==> config.mk <==
export PLATFORM = sky130hd
export DESIGN_NAME = plh_ram
export DESIGN_NICKNAME = d
export VERILOG_FILES = /design/src/design/plh_ram.sv
export SDC_FILE = /design/constraint.sdc
export NUM_CORES = 2
export LEC_CHECK = 0
export ABC_CLOCK_PERIOD_IN_PS = 4140
export BUFFER_PORTS_ARGS = -buffer_cell sky130_fd_sc_hd__clkbuf_2
export CORE_ASPECT_RATIO = 0.7
export CORE_MARGIN = 3
export CORE_UTILIZATION = 45
export DETAILED_ROUTE_END_ITERATION = 7
export GPL_TIMING_DRIVEN = 0
export HOLD_SLACK_MARGIN = 0.15
export PLACE_DENSITY_LB_ADDON = 0.2
export SLEW_MARGIN = 20
export SYNTH_ARGS = -nofsm -noshare
export SYNTH_HDL_FRONTEND = slang
export SYNTH_SLANG_ARGS = --single-unit
==> constraint.sdc <==
create_clock -name clk -period 4.14 [get_ports clk]
set_input_delay 0.828 -clock clk [delete_from_list [all_inputs] [get_ports clk]]
set_output_delay 0.828 -clock clk [all_outputs]
set_load 0.02 [all_outputs]
==> src/design/plh_ram.sv <==
// polyline hit test: generic simple dual-port ram, one write and one read port
// registered read data; no dependencies
module plh_ram #(
  parameter int WIDTH = 16,
  parameter int DEPTH = 256
) (
  input  logic                     clk,
  input  logic                     we,
  input  logic [$clog2(DEPTH)-1:0] waddr,
  input  logic [WIDTH-1:0]         wdata,
  input  logic [$clog2(DEPTH)-1:0] raddr,
  output logic [WIDTH-1:0]         rdata
);

  logic [WIDTH-1:0] mem [DEPTH];

  always_ff @(posedge clk) begin
    if (we) begin
      mem[waddr] <= wdata;
    end
    rdata <= mem[raddr];
  end

endmodule

Yosys cells after proc, flatten, opt, wreduce, memory -nomap -nowiden
Memory sizes are Yosys's and may differ from the RTL's. A register that Yosys moved wholly into a read port is not among the register bits.
Cells that the tools add are included.
{"block": "op_classes", "n_mux": 2}
{"op": "1-bit 2-to-1 mux", "n": 2}
{"block": "totals", "regBits": 0, "mem_bits_rw": 4096, "inputBits": 34, "output_inout_bits": 16, "word_cells": 3, "n_memories": 1}
{"name": "mem", "depth": 256, "word_bits": 16, "rd": 1, "rd_clocked_by_memory_dff": 1, "write_ports": 1, "line_no": "15", "source": "logic [WIDTH-1:0] mem [DEPTH];"}

Longest topological paths before layout
{"block": "logic_depth", "ltp_word": 2, "ltp_mapped": 12, "mapped_depth_nobuf": 6}

Least setup slack after synthesis
OpenSTA, ideal clock, no wires.
{"block": "synth_timing", "path_kind": "in2reg", "from": "input port waddr[3]", "to": "memory mem[235][0], enable pin", "setup_time_ns": 0.388, "arrival_time_ns": 2.605, "required_time_ns": 3.752, "setup_slack_ns": 1.147, "stages": 6, "path_buffers": 3, "path_cell_list": "clkbuf_1 nor2b_1 clkbuf_1 nand4_1 clkbuf_1 nor2_1"}
{"item": "start, declared", "line_no": "9", "source": "input logic [$clog2(DEPTH)-1:0] waddr,"}
{"item": "end, declared", "line_no": "15"}
No word-level cell before the write port.

==> reports/results.txt <==
Initial DRC Count -> 14500
Top cell type's share of synthesized area -> 0.775
CP Class -> in2reg
Max cap viols -> 0
Layout cells sized above 1 -> 0.282
Die width -> 716 um
CP endpoint kind -> flip-flop
Starting Density -> 0.454
Worst Path Arrival -> 5.21 ns
Clock sink count -> 4112
Worst skew pair latency -> 0.96 ns
Final Setup Violations -> 13
Number of stages on the worst hold path -> 1
Final hold vios -> 0
Remaining antenna violation count -> 0
Die Y -> 503 um
H-tree levels -> 5
Area Overhead vs Synth -> 15.5%
I/O Buffers -> 39
Core Rows -> 181
Largest area contributor in the netlist -> edfxtp_1
Synth top area cells -> edfxtp_1 (77%), mux4_2 (11%), mux2i_1 (3.6%), o221ai_1 (1.4%), nor2_1 (0.72%)
Total grt overflow -> 0
I/O pins -> 50
Post-route DRC -> 0
Mapped cell area -> 159000 um^2
Avg Vias per Cell -> 6.46
Seq/Total Area, Yosys -> 0.777
Fill cells -> 26800
Number of global-route vias before repair -> 79900
Final core utilization -> 0.525
Max Freq -> 227 MHz
WP data required -> 4.94 ns
Async SR Flop Fraction -> 0
Gpl congestion -> 1.02
Synth warn -> 0
Avg WL per Cell -> 40.2 um
Fin Clk Skew -> 0.0651 ns
Worst-path fanout max -> 10
Finished layout cell area -> 183000 um^2
Clock transition at path regs -> 0.06 ns
Root buf cell -> clkbuf_16
Area of the multi-input gates -> 34400 um^2
R2R cell count -> 5
Antenna violations before repair -> 62
PD cells -> 474 nW/um^2
Via count -> 84300
Failing checks -> setup timing
Die ar. -> 360000 um^2
Clock Path Buffers -> 4
Kind of start point of the critical path -> input pin
RSZ-0062 raised after global routing -> true
Leak Pwr -> 57.6 nW
Dpl cell area -> 170000 um^2
Gr usage total -> 0.289
Worst vdd ir -> 0.000338 V
DR pass1 iterations -> 8
Most common library cells after synthesis -> edfxtp_1 (4096), mux4_2 (797), mux2i_1 (565)
Syn Area/Cell -> 21.6 um^2
Final count of pins violating max slew -> 0
Yosys cell types -> 52
Yosys reg bits -> 4112
Worst slew margin -> 0.131
Syn Inst Count -> 7360
Critical path's largest stage delay -> 0.70 ns
Final period utilization -> 1.07
Sequential Area -> 123000 um^2
Hold Buf Count CTS -> 0
Post-DP HPWL -> 369000 um
Most common cell in the synthesized netlist -> edfxtp_1
Nets -> 8089
Core Box Area -> 349000 um^2
Largest net degree at the start of global routing -> 117
Primary FF master, synth -> edfxtp_1
CTS Buf Count -> 393
Status -> finished, violations left
Post-layout min period -> 4.41 ns
Hold WC Path Type -> in2reg
Routed wire length -> 525000 um
Net Count, Synth -> 7394
Post-synth EDFFs -> 4096
CTS tree -> built
CP max stage cell -> a22oi_1
Postcts setup bufs -> 0
First-pass GRT wire length -> 700000 um
Slew @ Worst Pin -> 1.30 ns
PnR worst setup slack -> -0.270 ns
Crit-path cells -> buf_2, nand2b_1, buf_2, clkbuf_2, clkbuf_2, o22ai_1, mux2i_1, a22oi_1, nand4_1, nor4_2
==> through the flow <==
stage	setup WS (ns)	instances	power, mW	hold WS [ns]	setup TNS (ns)
global placement	-3.96	12100	52.0	1.17	-
global route	-0.0242	13000	88.8	0.332	-0.0462
CTS	0.00271	13000	86.9	0.292	0
finish	-0.270	13100	86.8	0.348	-1.83
floorplan	1.15	7360	49.1	0.854	0
detailed placement	-2.18	12300	52.0	1.14	-35.28
==> logic make-up (layout without fill, tap and decap cells) <==
family                 count (synthesis)  after routing  share of synthesized area
DFF                                 4112           4112                      0.777
other                                  0             20                          0
muxes                               1450           1450                      0.155
AOI/OAI and AO/OA                    786            786                     0.0354
and+or+nand+nor                      556            556                     0.0157
buffers and inverters                456           1468                     0.0169
==> power by group <==
group	total (mW)	leakage [nW]	switching (mW)	internal [mW]
Combinational	5.46	14.6	3.85	1.62
Sequential	45.9	36.9	0.0304	45.9
Clock	35.4	6.02	15.7	19.7
==> area by class of cell <==
type,count,area share
antenna,20,0.000273
buffer,449,0.0155
clock buffer,486,0.0566
clock inverter,226,0.0107
inverter,4,0.0000819
multi-input combinational,2792,0.188
sequential,4112,0.673
tap,4666,0.0319
timing repair buffer,303,0.0243
==> final timing paths <==
kind | start | end | slack, ns
worst min-delay path | wdata[14] | mem[93][14] | 0.35
worst min register to register | mem[98][5] | rdata[5] | 1.16
worst max register to register | mem[63][3] | rdata[3] | 0.98
worst max-delay path | raddr[2] | rdata[7] | -0.27
==> cells in the final DEF (no fill, tap or decap), types with 16 or more instances in the layout <==
cell type  instances
clkbuf_2          90
a221oi_1          20
bufinv_16         30
nand3_1           34
o221ai_1         252
buf_8             52
clkbuf_8          19
nor2_2           173
nor2_4            84
clkinv_1         107
a22oi_1           42
dfxtp_1           16
clkbuf_1         228
mux2_2            88
a211oi_1          18
nor3_2            29
clkbuf_16        401
nor3_1            58
buf_2             78
a21oi_1          168
mux4_2           797
buf_1             17
buf_16            41
o22ai_1          139
nand4_1           26
a22o_1            32
buf_6            214
buf_12            45
o21ai_0           29
nand2_1           38
clkinv_2          62
mux2i_1          565
diode_2           20
nor2_1            47
buf_4             37
edfxtp_1        4096
==> timing repair <==
action,CTS,global route
setup endpoints to repair,16,13
pin swaps,1,0
gates resized for setup,75,29
==> per-layer routing <==
| layer | global-route usage | wire [um] |
|---|---|---|
| met2 | 0.377 | 208000 |
| met5 | 0 | 148 |
| met1 | 0.430 | 215000 |
| met3 | 0.133 | 83000 |
| met4 | 0.0897 | 17800 |
==> critical path, delay by kind of cell <==
kind                   cells  cell delay [ns]
AO/OA/AOI/OAI              2             1.37
buffers and inverters      4             1.63
multiplexers               1             0.16
AND/OR/NAND/NOR            3             1.16
==> state kept, by name (all words and copies together) (netlist names) <==
signal and cells:
rdata 16, mem 4096
Power figures use the tool's default switching activity.
